## config.mk

```make
export PLATFORM = sky130hd
export DESIGN_NAME = i2c_slave_bus_engine_top
export DESIGN_NICKNAME = d
export VERILOG_FILES = /design/src/rtl/isbe_pkg.sv /design/src/rtl/isbe_engine.sv /design/src/rtl/i2c_slave_bus_engine_top.sv
export SDC_FILE = /design/constraint.sdc
export NUM_CORES = 1
export LEC_CHECK = 0
export BUFFER_PORTS_ARGS = -buffer_cell sky130_fd_sc_hd__clkbuf_2
export CORE_MARGIN = 4
export CORE_UTILIZATION = 61
export DETAILED_ROUTE_END_ITERATION = 8
export GPL_ROUTABILITY_DRIVEN = 0
export HOLD_SLACK_MARGIN = 0.06
export PLACE_DENSITY = 0.81
export SLEW_MARGIN = 20
export SYNTH_ARGS = -nofsm -noshare
export SYNTH_HDL_FRONTEND = slang
export SYNTH_SLANG_ARGS = --single-unit
```

## constraint.sdc

```tcl
create_clock -name clk -period 4.23 [get_ports clk]
set_input_delay 0 -clock clk [delete_from_list [all_inputs] [get_ports clk]]
set_output_delay 0 -clock clk [all_outputs]
set_load 0.005 [all_outputs]
```

## src/rtl/isbe_pkg.sv

```systemverilog
// shared types and constants for the i2c slave bus engine
package isbe_pkg;

	localparam int STUCK_TICKS_DEF = 1000;
	localparam int BITS_PER_BYTE   = 8;
	localparam int ADDR_W          = 7;
	localparam int CFG_IDX_W       = 2;
	localparam int CFG_DATA_W      = 16;

	typedef enum logic [CFG_IDX_W-1:0] {
		CFG_OWN_ADDRESS   = 2'd0,
		CFG_TRANSFER_SIZE = 2'd1,
		CFG_START_TIMEOUT = 2'd2
	} cfg_idx_t;

	typedef enum logic [3:0] {
		EV_NONE     = 4'd0,
		EV_START    = 4'd1,
		EV_ADDR_WR  = 4'd2,
		EV_ADDR_RD  = 4'd3,
		EV_BYTE_RX  = 4'd4,
		EV_BYTE_TX  = 4'd5,
		EV_STOP     = 4'd6,
		EV_RESTART  = 4'd7,
		EV_MISMATCH = 4'd8,
		EV_SCL_STUCK = 4'd9,
		EV_MASTER_NAK = 4'd10,
		EV_TIMEOUT  = 4'd11,
		EV_BUSY     = 4'd12
	} event_t;

	typedef enum logic [9:0] {
		PH_IDLE     = 10'b00_0000_0001,
		PH_BUSY     = 10'b00_0000_0010,
		PH_ADDR     = 10'b00_0000_0100,
		PH_ADDR_ACK = 10'b00_0000_1000,
		PH_RX       = 10'b00_0001_0000,
		PH_RX_ACK   = 10'b00_0010_0000,
		PH_TX       = 10'b00_0100_0000,
		PH_TX_ACK   = 10'b00_1000_0000,
		PH_WAIT_END = 10'b01_0000_0000,
		PH_RX_NAK   = 10'b10_0000_0000
	} phase_t;

	typedef struct packed {
		logic       scl_in;
		logic       sda_in;
		logic [7:0] tx_byte;
	} in_item_t;

	typedef struct packed {
		logic       sda_release;
		logic [3:0] event_res;
		logic [7:0] rx_byte;
		logic [7:0] byte_count;
		logic       tx_taken;
	} out_item_t;

	typedef struct packed {
		logic [ADDR_W-1:0] own_address;
		logic [7:0]        transfer_size;
		logic [15:0]       start_timeout;
	} cfg_t;

endpackage

```

## src/rtl/isbe_engine.sv

```systemverilog
// bus state machine: line sampling, shifter, counters and per-item result
module isbe_engine import isbe_pkg::*; #(
	parameter int STUCK_TICKS = STUCK_TICKS_DEF
) (
	input  logic      clk,
	input  logic      arst_n,
	input  logic      step,
	input  in_item_t  sample,
	input  cfg_t      cfg,
	output out_item_t result
);

	localparam logic [15:0] STUCK_LIM = 16'(STUCK_TICKS);
	localparam logic [3:0]  BYTE_BITS = 4'(BITS_PER_BYTE);

	phase_t      phase_q, phase_d;
	logic [3:0]  bit_q, bit_d;
	logic [7:0]  shift_q, shift_d;
	logic [7:0]  count_q, count_d;
	logic        prev_scl_q, prev_sda_q;
	logic        tx_q, tx_d;
	logic [15:0] tick_q, tick_d;

	event_t      ev;
	logic [7:0]  rxb;
	logic        taken;
	logic        rel;
	logic        scl, sda, high, start, stop, rise, fall, active;
	logic [15:0] tick_inc, tick_a;
	logic [3:0]  bit_inc;

	always_comb begin
		scl      = sample.scl_in;
		sda      = sample.sda_in;
		high     = prev_scl_q & scl;
		start    = high & prev_sda_q & ~sda;
		stop     = high & ~prev_sda_q & sda;
		rise     = ~prev_scl_q & scl;
		fall     = prev_scl_q & ~scl;
		tick_inc = tick_q + 16'd1;
		tick_a   = scl ? ((tick_q != 16'hFFFF) ? tick_inc : tick_q) : 16'd0;
		bit_inc  = bit_q + 4'd1;
		active   = (phase_q == PH_ADDR) || (phase_q == PH_ADDR_ACK) || (phase_q == PH_RX) ||
			(phase_q == PH_RX_ACK) || (phase_q == PH_TX) || (phase_q == PH_TX_ACK) ||
			(phase_q == PH_WAIT_END) || (phase_q == PH_RX_NAK);

		phase_d = phase_q;
		bit_d   = bit_q;
		shift_d = shift_q;
		count_d = count_q;
		tx_d    = tx_q;
		tick_d  = tick_q;
		ev      = EV_NONE;
		rxb     = 8'd0;
		taken   = 1'b0;

		if (phase_q == PH_IDLE) begin
			if (start) begin
				ev = EV_START; phase_d = PH_ADDR; bit_d = 4'd0; shift_d = 8'd0;
				count_d = 8'd0; tick_d = 16'd0;
			end else if (!(scl && sda)) begin
				ev = EV_BUSY; phase_d = PH_BUSY; tick_d = 16'd0;
			end else if (tick_inc >= cfg.start_timeout) begin
				ev = EV_TIMEOUT; tick_d = 16'd0;
			end else begin
				tick_d = tick_inc;
			end
		end else if (!active) begin
			tick_d  = 16'd0;
			phase_d = stop ? PH_IDLE : PH_BUSY;
		end else begin
			tick_d = tick_a;
			if (stop) begin
				ev = EV_STOP; phase_d = PH_IDLE; tick_d = 16'd0;
			end else if (start) begin
				ev = EV_RESTART; phase_d = PH_ADDR; bit_d = 4'd0; shift_d = 8'd0;
				count_d = 8'd0;
			end else if (tick_a >= STUCK_LIM) begin
				ev = EV_SCL_STUCK; phase_d = PH_BUSY; tick_d = 16'd0;
			end else begin
				case (phase_q)
					PH_ADDR, PH_RX: begin
						if (rise && bit_q < BYTE_BITS) begin
							shift_d = {shift_q[6:0], sda};
							bit_d   = bit_inc;
						end else if (fall && bit_q >= BYTE_BITS) begin
							bit_d = 4'd0;
							rxb   = shift_q;
							if (phase_q == PH_ADDR) begin
								if (shift_q[7:1] != cfg.own_address) begin
									ev = EV_MISMATCH; phase_d = PH_BUSY; tick_d = 16'd0;
								end else begin
									tx_d    = shift_q[0];
									ev      = shift_q[0] ? EV_ADDR_RD : EV_ADDR_WR;
									phase_d = PH_ADDR_ACK;
								end
							end else if (count_q < cfg.transfer_size) begin
								count_d = count_q + 8'd1; ev = EV_BYTE_RX; phase_d = PH_RX_ACK;
							end else begin
								rxb = 8'd0; phase_d = PH_RX_NAK;
							end
						end
					end
					PH_ADDR_ACK: begin
						if (fall) begin
							if (tx_q) begin
								if (count_q < cfg.transfer_size) begin
									shift_d = sample.tx_byte; bit_d = 4'd0;
									phase_d = PH_TX; taken = 1'b1;
								end else begin
									phase_d = PH_WAIT_END;
								end
							end else begin
								phase_d = PH_RX; bit_d = 4'd0; shift_d = 8'd0;
							end
						end
					end
					PH_RX_ACK, PH_RX_NAK: begin
						if (fall) begin
							phase_d = PH_RX; bit_d = 4'd0; shift_d = 8'd0;
						end
					end
					PH_TX: begin
						if (fall) begin
							if (bit_inc >= BYTE_BITS) begin
								bit_d = 4'd0; shift_d = 8'd0; phase_d = PH_TX_ACK;
								count_d = count_q + 8'd1; ev = EV_BYTE_TX;
							end else begin
								bit_d   = bit_inc;
								shift_d = {shift_q[6:0], 1'b0};
							end
						end
					end
					PH_TX_ACK: begin
						if (rise) begin
							shift_d = {7'd0, sda};
						end else if (fall) begin
							if (shift_q[0]) begin
								ev = EV_MASTER_NAK; phase_d = PH_WAIT_END;
							end else if (count_q < cfg.transfer_size) begin
								shift_d = sample.tx_byte; bit_d = 4'd0;
								phase_d = PH_TX; taken = 1'b1;
							end else begin
								phase_d = PH_WAIT_END;
							end
						end
					end
					default: begin
					end
				endcase
			end
		end

		case (phase_d)
			PH_ADDR_ACK, PH_RX_ACK: rel = 1'b0;
			PH_TX:                  rel = shift_d[7];
			default:                rel = 1'b1;
		endcase

		result.sda_release = rel;
		result.event_res   = ev;
		result.rx_byte     = rxb;
		result.byte_count  = count_d;
		result.tx_taken    = taken;
	end

	always_ff @(posedge clk or negedge arst_n) begin
		if (!arst_n) begin
			phase_q    <= PH_IDLE;
			bit_q      <= 4'd0;
			shift_q    <= 8'd0;
			count_q    <= 8'd0;
			prev_scl_q <= 1'b1;
			prev_sda_q <= 1'b1;
			tx_q       <= 1'b0;
			tick_q     <= 16'd0;
		end else if (step) begin
			phase_q    <= phase_d;
			bit_q      <= bit_d;
			shift_q    <= shift_d;
			count_q    <= count_d;
			prev_scl_q <= scl;
			prev_sda_q <= sda;
			tx_q       <= tx_d;
			tick_q     <= tick_d;
		end
	end

endmodule

```

## src/rtl/i2c_slave_bus_engine_top.sv

```systemverilog
// top level of the i2c slave bus engine
//
// in channel: one item per bus sample (scl_in, sda_in) plus the byte to send
// next; the item is taken when in_valid and in_ready are both high.
// out channel: exactly one item per input item, in order: sda drive level,
// event code, received byte, byte count and a tx_taken flag.
// cfg channel: cfg_index selects own address (0), transfer size (1) or start
// timeout (2); cfg_ready is always high, other indexes are ignored.
// result: the result of an item is registered and is on out_data in the cycle after it is taken.
// throughput: one item per cycle while out_ready is high; the engine updates its state in the same
// cycle an item is taken and the result register holds one item.
// in_ready is high whenever the result register is empty or being emptied,
// so a stalled receiver holds off the sender after one item.
// reset: bus state returns to idle with both line history bits high, the
// registers return to address 0, size 255 and timeout 65535, and the result
// register is emptied.
module i2c_slave_bus_engine_top import isbe_pkg::*; #(
	parameter int STUCK_TICKS = STUCK_TICKS_DEF
) (
	input  logic                  clk,
	input  logic                  arst_n,
	input  logic                  in_valid,
	output logic                  in_ready,
	input  in_item_t              in_data,
	output logic                  out_valid,
	input  logic                  out_ready,
	output out_item_t             out_data,
	input  logic                  cfg_valid,
	output logic                  cfg_ready,
	input  logic [CFG_IDX_W-1:0]  cfg_index,
	input  logic [CFG_DATA_W-1:0] cfg_data
);

	cfg_t      cfg_q;
	out_item_t out_data_q;
	out_item_t result;
	logic      out_valid_q;
	logic      step;

	assign in_ready  = !out_valid_q || out_ready;
	assign step      = in_valid && in_ready;
	assign cfg_ready = 1'b1;
	assign out_valid = out_valid_q;
	assign out_data  = out_data_q;

	isbe_engine #(
		.STUCK_TICKS(STUCK_TICKS)
	) u_engine (
		.clk    (clk),
		.arst_n (arst_n),
		.step   (step),
		.sample (in_data),
		.cfg    (cfg_q),
		.result (result)
	);

	always_ff @(posedge clk or negedge arst_n) begin
		if (!arst_n) begin
			cfg_q.own_address   <= '0;
			cfg_q.transfer_size <= 8'd255;
			cfg_q.start_timeout <= 16'hFFFF;
		end else if (cfg_valid) begin
			case (cfg_index)
				CFG_OWN_ADDRESS:   cfg_q.own_address   <= cfg_data[ADDR_W-1:0];
				CFG_TRANSFER_SIZE: cfg_q.transfer_size <= cfg_data[7:0];
				CFG_START_TIMEOUT: cfg_q.start_timeout <= cfg_data[15:0];
				default: begin
				end
			endcase
		end
	end

	always_ff @(posedge clk or negedge arst_n) begin
		if (!arst_n) begin
			out_valid_q <= 1'b0;
		end else if (step) begin
			out_valid_q <= 1'b1;
		end else if (out_ready) begin
			out_valid_q <= 1'b0;
		end
	end

	always_ff @(posedge clk) begin
		if (step) begin
			out_data_q <= result;
		end
	end

endmodule

```

Word-level counts from Yosys, hierarchy flattened
Cells that the tools add are included.
Widths: inputs -> output; s select.
- bits in writable memories: 0
- output and inout port bits: 25
- input port bits: 33
- memory bits (read-only): 0
- bits in latches: 0
- flip-flop bits (word level): 103
- memories: 0
- $mul: 0
- bitwise logic cells: 20
- magnitude comparators: 6
- shifts and indexed selects: 0
- equality and inequality tests: 31
- div/mod/pow operators: 0
- add/sub/neg operators: 3
- multiplexer cells: 119
- reduce and logical (&&, ||, !) cells: 29
- operators by type and width (operator ; number):
    $mux 8 ; 31
    $mux 16 ; 15
    $mux 10 ; 19
    $mux 4 ; 34
    $pmux 10 s5 ; 1
    $pmux 8 s5 ; 1
    $eq 10x4->1 const B ; 2
    $eq 10x6->1 const B ; 2
    $eq 10x7->1 const B ; 2
    $pmux 4 s5 ; 1
    $add 16x1->16 const B ; 1
    $ge 16x10->1 const B ; 1
    $ge 16x16->1 ; 1
    $ne 16x16->1 const B ; 1
    $pmux 8 s2 ; 1
    $ne 3x1->1 const B ; 5
    $reduce_and 14->1 ; 1
    $not 1->1 ; 13
    $reduce_and 13->1 ; 1
    $pmux 4 s3 ; 1
    $reduce_and 12->1 ; 1
    $reduce_and 11->1 ; 1
    $eq 10x1->1 const B ; 1
    $eq 10x10->1 const B ; 1
    other kinds (35) ; 70

Logic depth before layout (Yosys ltp)
Gate-level depths: netlist (run 1).
- word-level depth: 14
- mapped depth: 15
- mapped depth without buffers: 14

Modules after synthesis
Synthesis (run 1) repeated with hierarchy kept, for this count alone.
- cell total of the unflattened synthesis: 732
- area, all modules: 7064.3 um2
- modules (own cells, without submodules) (module ; sequential area each (um2) ; area each (um2) ; cells each ; times used):
    isbe_engine ; 1229.9 ; 5129.9 ; 638 ; 1
    i2c_slave_bus_engine_top ; 1491.4 ; 1934.4 ; 94 ; 1

Worst setup path after synthesis (run 1)
No wires, ideal clock.
- path type: register to register
- from: reg u_engine.tick_q[0]
- to: reg u_engine.tick_q[10]
- library setup time: 0.087 ns
- period minus slack after synthesis: 2.999 ns
- cell stages (with the launch flop): 16
- path buffers: 1
- data arrival time: 2.912 ns
- data required time: 4.143 ns
- slack: 1.231 ns
- cell sequence: dfrtp_1 -> ha_1 -> clkbuf_1 -> nand2_1 -> nor2_1 -> nand3_1 -> xnor2_1 -> ha_1 -> a21o_1 -> a21o_1 -> a21oi_1 -> o21a_1 -> o2111ai_1 -> o22ai_2 -> o21ai_0 -> a22oi_1
- word-level cells in the longest chain between the ends: 13
- elaborated cells between the ends (all ways): 19
- classes of those cells: add/sub: 1; order compare: 2; eq/ne: 1; mux: 15
- RTL lines (what ; RTL line ; text):
    start, declared ; isbe_engine.sv:22 ; logic [15:0] tick_q, tick_d;
    start signal, assigned ; isbe_engine.sv:185 ; tick_q <= tick_d;
    parallel branches: the longest is 12 deep, another holds $add 16x1->16 ; n/a ;
    $mux 16 (*) ; isbe_engine.sv:57 ; if (phase_q == PH_IDLE) begin
Every way passes the cells marked *.
A chain may end at the register's enable or synchronous reset.

Worst setup path after layout (run 1)
Same ends and word-level chain as after synthesis.

==> results of run 1 <==
[registers in the layout, summed over array words and instances, names as in the netlist]
| register | flops |
|---|---|
| out_valid | 1 |
| u_engine.phase_q | 10 |
| u_engine.shift_q | 8 |
| u_engine.prev_sda_q | 1 |
| out_data | 22 |
| u_engine.prev_scl_q | 1 |
| u_engine.count_q | 8 |
| u_engine.tick_q | 16 |
| u_engine.bit_q | 4 |
| cfg_q | 31 |
| u_engine.tx_q | 1 |
[worst max-delay path by stage]
stage,startpoint,to,slack [ns],depth (start not counted)
after floorplan,u_engine.tick_q[0]$_DFFE_PN0P_,u_engine.tick_q[10]$_DFFE_PN0P_,1.23,15
final,u_engine.tick_q[0]$_DFFE_PN0P_,u_engine.tick_q[10]$_DFFE_PN0P_,0.63,14
after detailed placement,u_engine.tick_q[0]$_DFFE_PN0P_,u_engine.tick_q[10]$_DFFE_PN0P_,0.78,14
after global routing,u_engine.tick_q[0]$_DFFE_PN0P_,u_engine.tick_q[10]$_DFFE_PN0P_,0.33,14
after CTS,u_engine.tick_q[0]$_DFFE_PN0P_,u_engine.tick_q[10]$_DFFE_PN0P_,0.68,14
after global placement,u_engine.tick_q[0]$_DFFE_PN0P_,u_engine.tick_q[10]$_DFFE_PN0P_,0.90,14
[stage by stage]
| step | utilization [%] | total power [mW] | worst slack (ns) | area (µm²) |
|---|---|---|---|---|
| 3_3_place_gp | 66.3 | 1.41 | 0.902 | 7280 |
| 5_1_grt | 71.8 | 2.44 | 0.332 | 7890 |
| 6_report | 71.8 | 2.35 | 0.626 | 7890 |
| 3_5_place_dp | 66.3 | 1.43 | 0.782 | 7280 |
| 4_1_cts | 71.7 | 2.36 | 0.678 | 7880 |
| 2_1_floorplan | - | 1.33 | 1.23 | 6940 |
[power by group through the flow]
stage	registers (mW)	clock network (mW)	logic (mW)
after CTS	1.16	0.930	0.273
after floorplan	1.16	0	0.168
after detailed placement	1.17	0	0.251
final	1.16	0.920	0.276
after global routing	1.17	0.969	0.306
after global placement	1.17	0	0.239
[worst max-delay path, cell delays in order, from the launching register on]
cell	delay, ns
dfrtp_1	0.48
ha_1	0.38
nand2_1	0.13
nor2_1	0.27
nand3_1	0.16
xnor2_1	0.20
ha_1	0.21
a21o_1	0.17
a21o_1	0.17
a21oi_1	0.16
o21a_1	0.18
o2111ai_1	0.19
o22ai_2	0.45
o21ai_0	0.17
a22oi_1	0.21
[cell type report]
cell class                 count  area, µm²
sequential                   103       2720
timing repair buffer          87        587
antenna                        1       2.50
tap                          140        175
inverter                      43        161
fill                         804       3090
clock buffer                  11        264
clock inverter                 5       67.6
multi-input combinational    560       3910
[synth_stat cells, types with 14 or more instances]
master	instances	area share [%]
nand3_1	23	1.7
o21ai_0	37	2.7
nand4_1	21	1.9
ha_1	27	4.9
dfstp_2	27	10
edfxtp_1	22	9.5
nand2_1	67	3.6
mux2_2	40	6.5
xnor2_1	18	2.3
dfrtp_1	54	19
clkbuf_1	22	1.2
nor2_1	51	2.8
nor3_1	14	1.0
a21oi_1	34	2.5
inv_1	43	2.3
[kinds of logic after synthesis]
group / count (synthesis) / share of synthesized area [%]
fa+ha+maj: 27 / 4.87
flops: 103 / 39.2
simple gates: 258 / 20.3
other cells: 1 / 0.0541
mux: 42 / 6.78
compound gates: 202 / 20.5
xor+xnor: 30 / 3.79
buf+inv: 76 / 4.47
[layer usage]
| metal | vias to the layer above | GRT usage [%] | part of all wire [%] |
|---|---|---|---|
| met5 | - | 0 | 0 |
| met4 | 0 | 13.4 | 4.4 |
| met3 | 100 | 7.08 | 9.1 |
| met2 | 397 | 47.7 | 47 |
| met1 | 3044 | 37.1 | 39 |
| li1 | 2879 | - | - |
==> summary.md, run 1 <==
| Metric | Value |
|---|---|
| Outcome | completed |
| Syn-to-layout area delta | 13.7% |
| Max-cap violation count | 0 |
| I/O Buffers | 56 |
| Switching fraction of total power | 25.0% |
| CORE AREA | 11,000 µm² |
| Fin nets | 864 |
| Post-CTS sizing | 0 |
| CTS tree | yes |
| Hold Violations, Final | 0 |
| Die Area | 13,100 µm² |
| Critical Path RT | 4.50 ns |
| Initial antenna violation count | 0 |
| Setup TNS Final | 0 ns |
| Post-synthesis sequential area ratio | 39.2% |
| Die width | 115 µm |
| Yosys warns | 0 |
| Cells after Synth | 739 |
| Avg Inst Size Synth | 9.39 µm² |
| Power per cell area | 298 nW/µm² |
| Minimum clock period | 3.60 ns |
| Worst vdd ir | 0.376 mV |
| DP Wirelength | 13,100 µm |
| Int Power | 1.76 mW |
| Pin count of the biggest net entering global routing | 82 |
| R2R cell count | 14 |
| Via count | 6,420 |
| First-pass GRT wire length | 30,800 µm |
| H-tree depth | 3 |
| Netlist cell types | 82 |
| Gr ovfl total | 0 |
| Hold WC Path Type | in2reg |
| Worst EP arrival | 3.88 ns |
| Ys async rst share | 78.6% |
| Setup slack, reg-to-reg | 0.63 ns |
| Comb power frac | 11.7% |
| Yosys reg bits | 103 |
| Final wirelength | 19,100 µm |
| RSZ-0062 raised after global routing | no |
| Root buffer cell | clkbuf_16 |
| Slew Limit Headroom | 23.6% |
| Initial drt markers | 805 |
| Sequential share of power | 49.2% |
| GRT Total Usage | 29.4% |
| Crit Path Class | reg2reg |
| Clock sinks | 103 |
| Cell Rows | 38 |
| Hold-critical path depth | 3 |
| WL/cell | 20.1 µm |
| WHS | 0.0903 ns |
| Via/cell ratio | 6.76 |
| Syn Nets | 799 |
| Clk_lat worst skew | 0.36 ns |
| Worst r2r src | u_engine.tick_q[0]$_DFFE_PN0P_ |
| Setup Skew | 0.0118 ns |
| Max Slew Vio Count | 0 |
| DIE HEIGHT | 115 µm |
| Vias in the first global route | 6,235 |
| Antenna Nets Post-Route | 0 |
| DR DRC count | 0 |
| Synth Cell Area | 6940 µm² |
| Final cell count without fillers | 950 |
| Clock transition at path regs | 0.08 ns |
| Postcts setup bufs | 0 |
| Clock buffer depth | 2 |
| Setup violations, final | 0 |
| Clock group share of total power | 39.1% |
| Worst-margin pin slew | 1.13 ns |
| Initial core utilization | 63.2% |
| Leakage Power | 3.35 nW |
| Worst Path Max Fanout | 10 |
| R2r endpoint | u_engine.tick_q[10]$_DFFE_PN0P_ |
| Boundary pin count | 58 |
| Period utilisation layout | 85.2% |
| Worst hold endpoint | cfg_q[30]$_DFFE_PN0P_ |
| Total CTS buffers | 9 |
| Net Switching | 588 µW |
| EDFF count, synth | 22 |
| Crit. End Element | flip-flop |
| Fmax | 277 MHz |
| Commonest cells after routing, fill and taps aside | nand2_1 (67), clkbuf_2 (55), dfrtp_1 (54) |
| Crit path launch type | flip-flop |
| Most used DFF post-synth | dfrtp_1 |
| Placed Instances | 906 |
| Share of cells above drive strength 1 | 22.2% |
| CTS Hold Bufs | 27 |
| Most common cell after layout, fill and taps aside | nand2_1 |
| Hold Path Origin | cfg_index[1] |
| DRT Pass-1 Iters | 6 |
Note: power is estimated with default switching activity, not from simulation.
==> run 2, diff against run 1 <==
--- a/config.mk
+++ b/config.mk
@@ -7,11 +7,12 @@
 export LEC_CHECK = 0
 export BUFFER_PORTS_ARGS = -buffer_cell sky130_fd_sc_hd__clkbuf_2
 export CORE_MARGIN = 4
-export CORE_UTILIZATION = 61
+export CORE_UTILIZATION = 63
+export CTS_BUF_LIST = sky130_fd_sc_hd__clkbuf_8
 export DETAILED_ROUTE_END_ITERATION = 8
 export GPL_ROUTABILITY_DRIVEN = 0
 export HOLD_SLACK_MARGIN = 0.06
-export PLACE_DENSITY = 0.81
+export PLACE_DENSITY = 0.83
 export SLEW_MARGIN = 20
 export SYNTH_ARGS = -nofsm -noshare
 export SYNTH_HDL_FRONTEND = slang
==> constraint.sdc (replaced) <==
create_clock -name clk -period 4 [get_ports clk]
set_input_delay 0 -clock clk [delete_from_list [all_inputs] [get_ports clk]]
set_output_delay 0 -clock clk [all_outputs]
set_load 0.005 [all_outputs]
==> run 2 against run 1 <==
  * Clock skew is 0.0059 ns higher
  * Clock-buffer cell count is 2 lower
  * Via count hardly changed
  * Register-to-register slack worse by 0.24 ns
  * Sequential cell count stayed put
  * Combinational power is 6% higher
  * Core utilization is 0.16 points lower
  * Die area is 3.0% lower
  * Worst setup slack worse by 0.24 ns
  * Sequential share of layout area is 0.69 points higher
  * Critical path type unchanged
  * Clock power is 34% lower
==> summary.md, run 2 (synthesis gave the netlist of run 1 again) <==
| Metric | Value |
|---|---|
| Initial antenna violation count | 1 (+1) |
| GRT Total Usage | 30.5% (+1.1 points) |
| Comb power frac | 13.8% (+2.1 points) |
| Int Power | 1.54 mW (-13%) |
| Worst Path Max Fanout | 10 (unchanged) |
| Syn-to-layout area delta | 11.5% |
| Max-cap violation count | 0 (unchanged) |
| Initial core utilization | 64.3% (+1.1 points) |
| Pin count of the biggest net entering global routing | 82 (unchanged) |
| DRT Pass-1 Iters | 7 (+1) |
| Final wirelength | 18,800 µm (-1.6%) |
| Period utilisation layout | 90.3% (+5.1 points) |
| Bufs and invs on worst path | 0 (unchanged) |
| Sequential share of power | 57.6% (+8.4 points) |
| Crit-path most repeated cell | ha_1 |
| Vias in the first global route | 6,235 (unchanged) |
| Initial drt markers | 806 (+0.12%) |
| Crit Path Class | reg2reg |
| R2r endpoint | u_engine.tick_q[12]$_DFFE_PN0P_ |
| Crit. End Element | flip-flop |
| Biggest register | cfg_q |
| Crit-path cells | ha_1 -> nand2_1 -> nor2_1 -> and2_1 -> xor2_1 -> ha_1 -> a21o_1 -> a21oi_1 -> o21a_1 -> o2111ai_1 -> o22ai_2 -> o211ai_1 -> o21ai_0 |
| DP Wirelength | 13,300 µm (+2.0%) |
| Hold WC Path Type | in2reg |
| I/O Buffers | 56 (unchanged) |
| Number of flip-flops in the largest register | 31 (unchanged) |
| Power per cell area | 275 nW/µm² (-7.8%) |
| Critical Path RT | 4.30 ns (-0.20 ns) |
| Clock buffer depth | 2 (unchanged) |
| Switching fraction of total power | 27.5% (+2.5 points) |
| Setup TNS Final | 0 ns (unchanged) |
| Setup crit end | u_engine.tick_q[12]$_DFFE_PN0P_ |
| Clock sinks | 103 (unchanged) |
| Leakage Power | 3.30 nW (-1.6%) |
| Via/cell ratio | 6.75 (-0.12%) |
| Tot Pwr | 2.13 mW (-9.6%) |
| Setup Skew | 0.0178 ns (+0.00595 ns) |
| Critical Path Start | u_engine.tick_q[0]$_DFFE_PN0P_ |
| Commonest cells after routing, fill and taps aside | nand2_1 (67), clkbuf_2 (55), dfrtp_1 (54) |
| Outcome | completed |
| Die width | 113 µm (-1.5%) |
| Worst EP arrival | 3.92 ns (+0.04 ns) |
| Hold Violations, Final | 0 (unchanged) |
| DR DRC count | 0 (unchanged) |
| Cell family with most CP delay | compound AO/OA/AOI/OAI gates |
| Post-CTS sizing | 0 (unchanged) |
| Worst-margin pin slew | 1.07 ns (-0.0543 ns) |
| Minimum clock period | 3.61 ns (+0.00665 ns) |
| Setup WS pre-CTS | 0.595 ns (-0.186 ns) |
| Worst path max stage delay | 0.49 ns (about the same) |
| Slowest CP cell | dfrtp_1 |
| Fin nets | 866 (+0.23%) |
| Worst r2r src | u_engine.tick_q[0]$_DFFE_PN0P_ |
| DIE HEIGHT | 113 µm (-1.5%) |
| WL/cell | 19.7 µm (-1.8%) |
| First-pass GRT wire length | 31,400 µm (+2.1%) |
| Net Switching | 585 µW (-0.49%) |
| H-tree depth | 3 (unchanged) |
| Setup slack, reg-to-reg | 0.39 ns (-0.24 ns) |
| Antenna Nets Post-Route | 0 (unchanged) |
| Cell Rows | 38 (unchanged) |
| Setup violations, final | 0 (unchanged) |
| Worst vdd ir | 0.198 mV (-47%) |
| Total CTS buffers | 9 (unchanged) |
| Clk_lat worst skew | 0.40 ns (+0.04 ns) |
| R2R cell count | 13 (-1) |
| Die Area | 12,800 µm² (-3.0%) |
| Root buffer cell | clkbuf_8 |
| Fmax | 277 MHz (-0.18%) |
| Share of cells above drive strength 1 | 21.8% (-0.42 points) |
| Clock transition at path regs | 0.10 ns (+0.02 ns) |
| Via count | 6,426 (+0.093%) |
| Most common cell after layout, fill and taps aside | nand2_1 |
| CORE AREA | 10,800 µm² (-1.7%) |
| RSZ-0062 raised after global routing | no |
| CP Depth | 13 (-1) |
| Clock group share of total power | 28.7% (-10 points) |
| Min setup slack post-route | 0.390 ns (-0.237 ns) |
| Gr ovfl total | 0 (unchanged) |
| Boundary pin count | 58 (unchanged) |
| Crit path launch type | flip-flop |
| Max Slew Vio Count | 0 (unchanged) |
| Hold-critical path depth | 4 (+1) |
| Slew Limit Headroom | 28.0% (+4.4 points) |
| CTS tree | yes |
-- run 2: cell count changes in the layout (fill, tap and decap cells not counted) --
cell,previous run,this run
clkbuf_16,10,0
nor3b_2,1,0
inv_1,42,46
nor3b_1,1,2
buf_4,4,6
clkbuf_8,1,9
inv_6,2,1
bufinv_16,1,0
-- run 2: how the worst min path moves through the flow --
| stage | start | end | slack, ns |
|---|---|---|---|
| after global placement | in_valid | out_valid$_DFFE_PN0P_ | 0.22 |
| after floorplan | arst_n | cfg_q[24]$_DFFE_PN0P_ | -0.30 |
| after detailed placement | in_valid | out_valid$_DFFE_PN0P_ | 0.23 |
| after CTS | in_data[0] | u_engine.shift_q[0]$_DFFE_PN0P_ | 0.10 |
| final | in_data[0] | u_engine.shift_q[0]$_DFFE_PN0P_ | 0.13 |
| after global routing | cfg_index[1] | cfg_q[25]$_DFFE_PN0P_ | 0.15 |
-- run 2: layer usage --
| metal | part of all wire (%) | wire length (µm) | GRT usage (%) |
|---|---|---|---|
| met5 | 0 | 0 | 0 |
| met2 | 48 | 9050 | 49.3 |
| met1 | 38 | 7140 | 40.0 |
| met4 | 4.5 | 851 | 15.1 |
| met3 | 9.3 | 1740 | 4.65 |
-- run 2: metrics by stage --
step / util (%) / instance area, µm² / hold WS (ns) / std cells
floorplan: - / 6940 / -0.296 / 739
global placement: 67.6 / 7290 / 0.221 / 908
detailed placement: 67.6 / 7290 / 0.233 / 908
CTS: 71.6 / 7730 / 0.104 / 951
global route: 71.7 / 7740 / 0.147 / 952
finish: 71.7 / 7740 / 0.130 / 952
-- run 2: worst register-to-register path: cells and delay by family, from the launching register on --
kind	cells	cell delay, ns
AO/OA/AOI/OAI	7	1.50
XOR/XNOR	1	0.25
AND/OR/NAND/NOR	3	0.64
flip-flops	1	0.49
adder cells (fa/ha/maj)	2	0.65
-- run 2: layout make-up --
type                    count  area, µm²
diodes                      1       2.50
clock buffers               9        124
clock inverters             7       43.8
fillers                   801       3060
inverters                  43        161
multi-input cells         560       3910
flip-flops and latches    103       2720
well taps                 140        175
repair buffers             89        602
-- run 2: power groups by stage --
stage,clock [mW],combinational [mW],sequential [mW]
global placement,0,0.255,1.24
finish,0.610,0.293,1.22
global route,0.652,0.327,1.23
CTS,0.616,0.290,1.22
detailed placement,0,0.268,1.24
floorplan,0,0.178,1.23
-- run 2: repair_timing --
item                                   CTS  global route
hold buffers                            27             0
endpoints found under the hold margin   95             0
setup buffers                            0             0
==> run 3, diff against run 2 <==
--- a/config.mk
+++ b/config.mk
@@ -6,7 +6,7 @@
 export NUM_CORES = 1
 export LEC_CHECK = 0
 export BUFFER_PORTS_ARGS = -buffer_cell sky130_fd_sc_hd__clkbuf_2
-export CORE_MARGIN = 4
+export CORE_MARGIN = 5
 export CORE_UTILIZATION = 63
 export CTS_BUF_LIST = sky130_fd_sc_hd__clkbuf_8
 export DETAILED_ROUTE_END_ITERATION = 8
==> run 3 against run 2 <==
  * Worst setup slack gained 0.031 ns
  * Largest power group unchanged
  * Non-clock buffer count decreased by 1
  * Critical endpoint is now u_engine.shift_q[1]$_DFFE_PN0P_
  * Fmax rose by 0.86%
  * Sequential power barely moved
  * Largest cell class unchanged
  * Via count decreased by 0.76%
  * Sequential cell count unchanged
==> summary.md, run 3 (synthesis gave the netlist of run 1 again) <==
| Metric | Value |
|---|---|
| Hold WC Path Type | in2reg |
| First-pass GRT wire length | 31,200 µm (-0.68%) |
| Via count | 6,377 (-0.76%) |
| DIE HEIGHT | 115 µm (+1.8%) |
| DR DRC count | 0 (unchanged) |
| Boundary pin count | 58 (unchanged) |
| Root buffer cell | clkbuf_8 |
| Cell Rows | 38 (unchanged) |
| Number of diodes | 0 (-1) |
| Gr ovfl total | 0 (unchanged) |
| H-tree depth | 3 (unchanged) |
| Most used routing layer | met2 |
| Via/cell ratio | 6.71 (-0.55%) |
| Crit path launch type | flip-flop |
| WL/cell | 19.9 µm (+0.61%) |
| Setup Skew | 0.0163 ns (-0.00150 ns) |
| Initial antenna violation count | 0 (-1) |
| Critical Path RT | 4.28 ns (-0.02 ns) |
| RSZ-0062 raised after global routing | no |
| Worst EP arrival | 3.86 ns (-0.06 ns) |
| Final wirelength | 18,900 µm (+0.39%) |
| Pin count of the biggest net entering global routing | 82 (unchanged) |
| Outcome | completed |
| Max-cap violation count | 0 (unchanged) |
| Leakage Power | 3.29 nW (-0.30%) |
| Fin nets | 865 (-0.12%) |
| Syn-to-layout area delta | 11.6% (about the same) |
| Met2 usage | 48.0% (-1.3 points) |
| Most common cell after layout, fill and taps aside | nand2_1 |
| Slew Limit Headroom | 31.3% (+3.3 points) |
| Met1 Usage GRT | 37.0% (-3.0 points) |
| Fmax | 279 MHz (+0.86%) |
| Worst-margin pin slew | 1.03 ns (-0.0451 ns) |
| Number of flip-flops in the largest register | 31 (unchanged) |
| Worst vdd ir | 0.231 mV (+17%) |
| Setup violations, final | 0 (unchanged) |
| Max Slew Vio Count | 0 (unchanged) |
| Vias in the first global route | 6,317 (+1.3%) |
| Share of cells above drive strength 1 | 22.1% (+0.27 points) |
| GRT Total Usage | 29.2% (-1.3 points) |
| Die width | 115 µm (+1.8%) |
| Initial drt markers | 888 (+10%) |
| Crit. End Element | flip-flop |
| Clock sinks | 103 (unchanged) |
| DP Wirelength | 13,300 µm (+0.10%) |
| Antenna Nets Post-Route | 0 (unchanged) |
| Clock buffer depth | 2 (unchanged) |
| Global-route track usage on met3 | 6.16% (+1.5 points) |
| Clk_lat worst skew | 0.38 ns (-0.02 ns) |
| Minimum clock period | 3.58 ns (-0.0307 ns) |
| Period utilisation layout | 89.5% (-0.77 points) |
| Biggest register | cfg_q |
| Initial core utilization | 64.0% (-0.28 points) |
| Crit Path Class | reg2reg |
| CORE AREA | 10,800 µm² (+0.44%) |
| Setup TNS Final | 0 ns (unchanged) |
| DRT Pass-1 Iters | 7 (unchanged) |
| I/O Buffers | 56 (unchanged) |
| Hold Violations, Final | 0 (unchanged) |
| Commonest cells after routing, fill and taps aside | nand2_1 (67), clkbuf_2 (55), dfrtp_1 (54) |
| CTS tree | yes |
| Die Area | 13,200 µm² (+3.6%) |
| Final-layout fill cell count | 799 (-0.25%) |
| Core Util, Final | 71.4% (-0.28 points) |
| Power per cell area | 279 nW/µm² (+1.5%) |
| Clock transition at path regs | 0.12 ns (+0.02 ns) |
| Total CTS buffers | 9 (unchanged) |
| Worst Path Max Fanout | 16 (+6) |
-- run 3: path summary, 6_finish.rpt --
check / cells after the start / slack (ns) / endpoint / start
max in group asynchronous: 2 / 3.27 / u_engine.phase_q[6]$_DFFE_PN0P_ / arst_n
setup / recovery: 7 / 0.42 / u_engine.shift_q[1]$_DFFE_PN0P_ / u_engine.phase_q[5]$_DFFE_PN0P_
setup reg to reg: 7 / 0.42 / u_engine.shift_q[1]$_DFFE_PN0P_ / u_engine.phase_q[5]$_DFFE_PN0P_
hold reg to reg: 2 / 0.53 / u_engine.prev_scl_q$_DFFE_PN1P_ / u_engine.prev_scl_q$_DFFE_PN1P_
hold / removal: 3 / 0.14 / cfg_q[30]$_DFFE_PN0P_ / cfg_index[1]
min in group asynchronous: 2 / 0.20 / out_valid$_DFFE_PN0P_ / arst_n
-- run 3: repair_timing --
| action | 4_1_cts | 5_1_grt |
|---|---|---|
| hold buffers | 27 | 0 |
| hold endpoints to repair | 95 | 0 |
| gates resized for setup | 0 | 0 |
| setup buffers | 0 | 0 |
-- run 3: worst max-delay path, cell delays in order (launching register included) --
cell and delay (ns):
dfrtp_1 0.59, or4_4 0.63, nor3_2 0.42, nand4_1 0.37
o21ai_0 0.33, o21ai_0 0.24, a21oi_2 0.48, mux2_2 0.40
-- run 3: layout make-up --
class                      instances  area (µm²)  area share (%)
sequential                       103        2720            35.2
inverter                          43         161            2.09
timing repair buffer              88         594            7.68
multi-input combinational        560        3910            50.5
clock buffer                       9         124            1.60
clock inverter                     7        57.6           0.744
tap                              140         175            2.26
-- run 3: routing by layer --
layer | routed length, µm | vias up
met4 | 806 | 0
li1 | - | 2881
met1 | 7270 | 3006
met3 | 1650 | 106
met2 | 9140 | 384
met5 | 0 | -
-- run 3: power by group --
group | switching, mW | total, mW | internal (mW)
Combinational | 0.160 | 0.296 | 0.136
Sequential | 0.0447 | 1.22 | 1.18
Clock | 0.401 | 0.637 | 0.236
-- run 3: through the flow --
step / instances / setup WS, ns / hold WS, ns / cell area, µm² / power, mW
floorplan: 739 / 1.00 / -0.296 / 6940 / 1.41
global placement: 907 / 0.739 / 0.220 / 7280 / 1.50
detailed placement: 907 / 0.577 / 0.230 / 7280 / 1.52
CTS: 950 / 0.544 / 0.127 / 7740 / 2.16
finish: 950 / 0.420 / 0.145 / 7740 / 2.16
global route: 950 / 0.152 / 0.161 / 7740 / 2.25
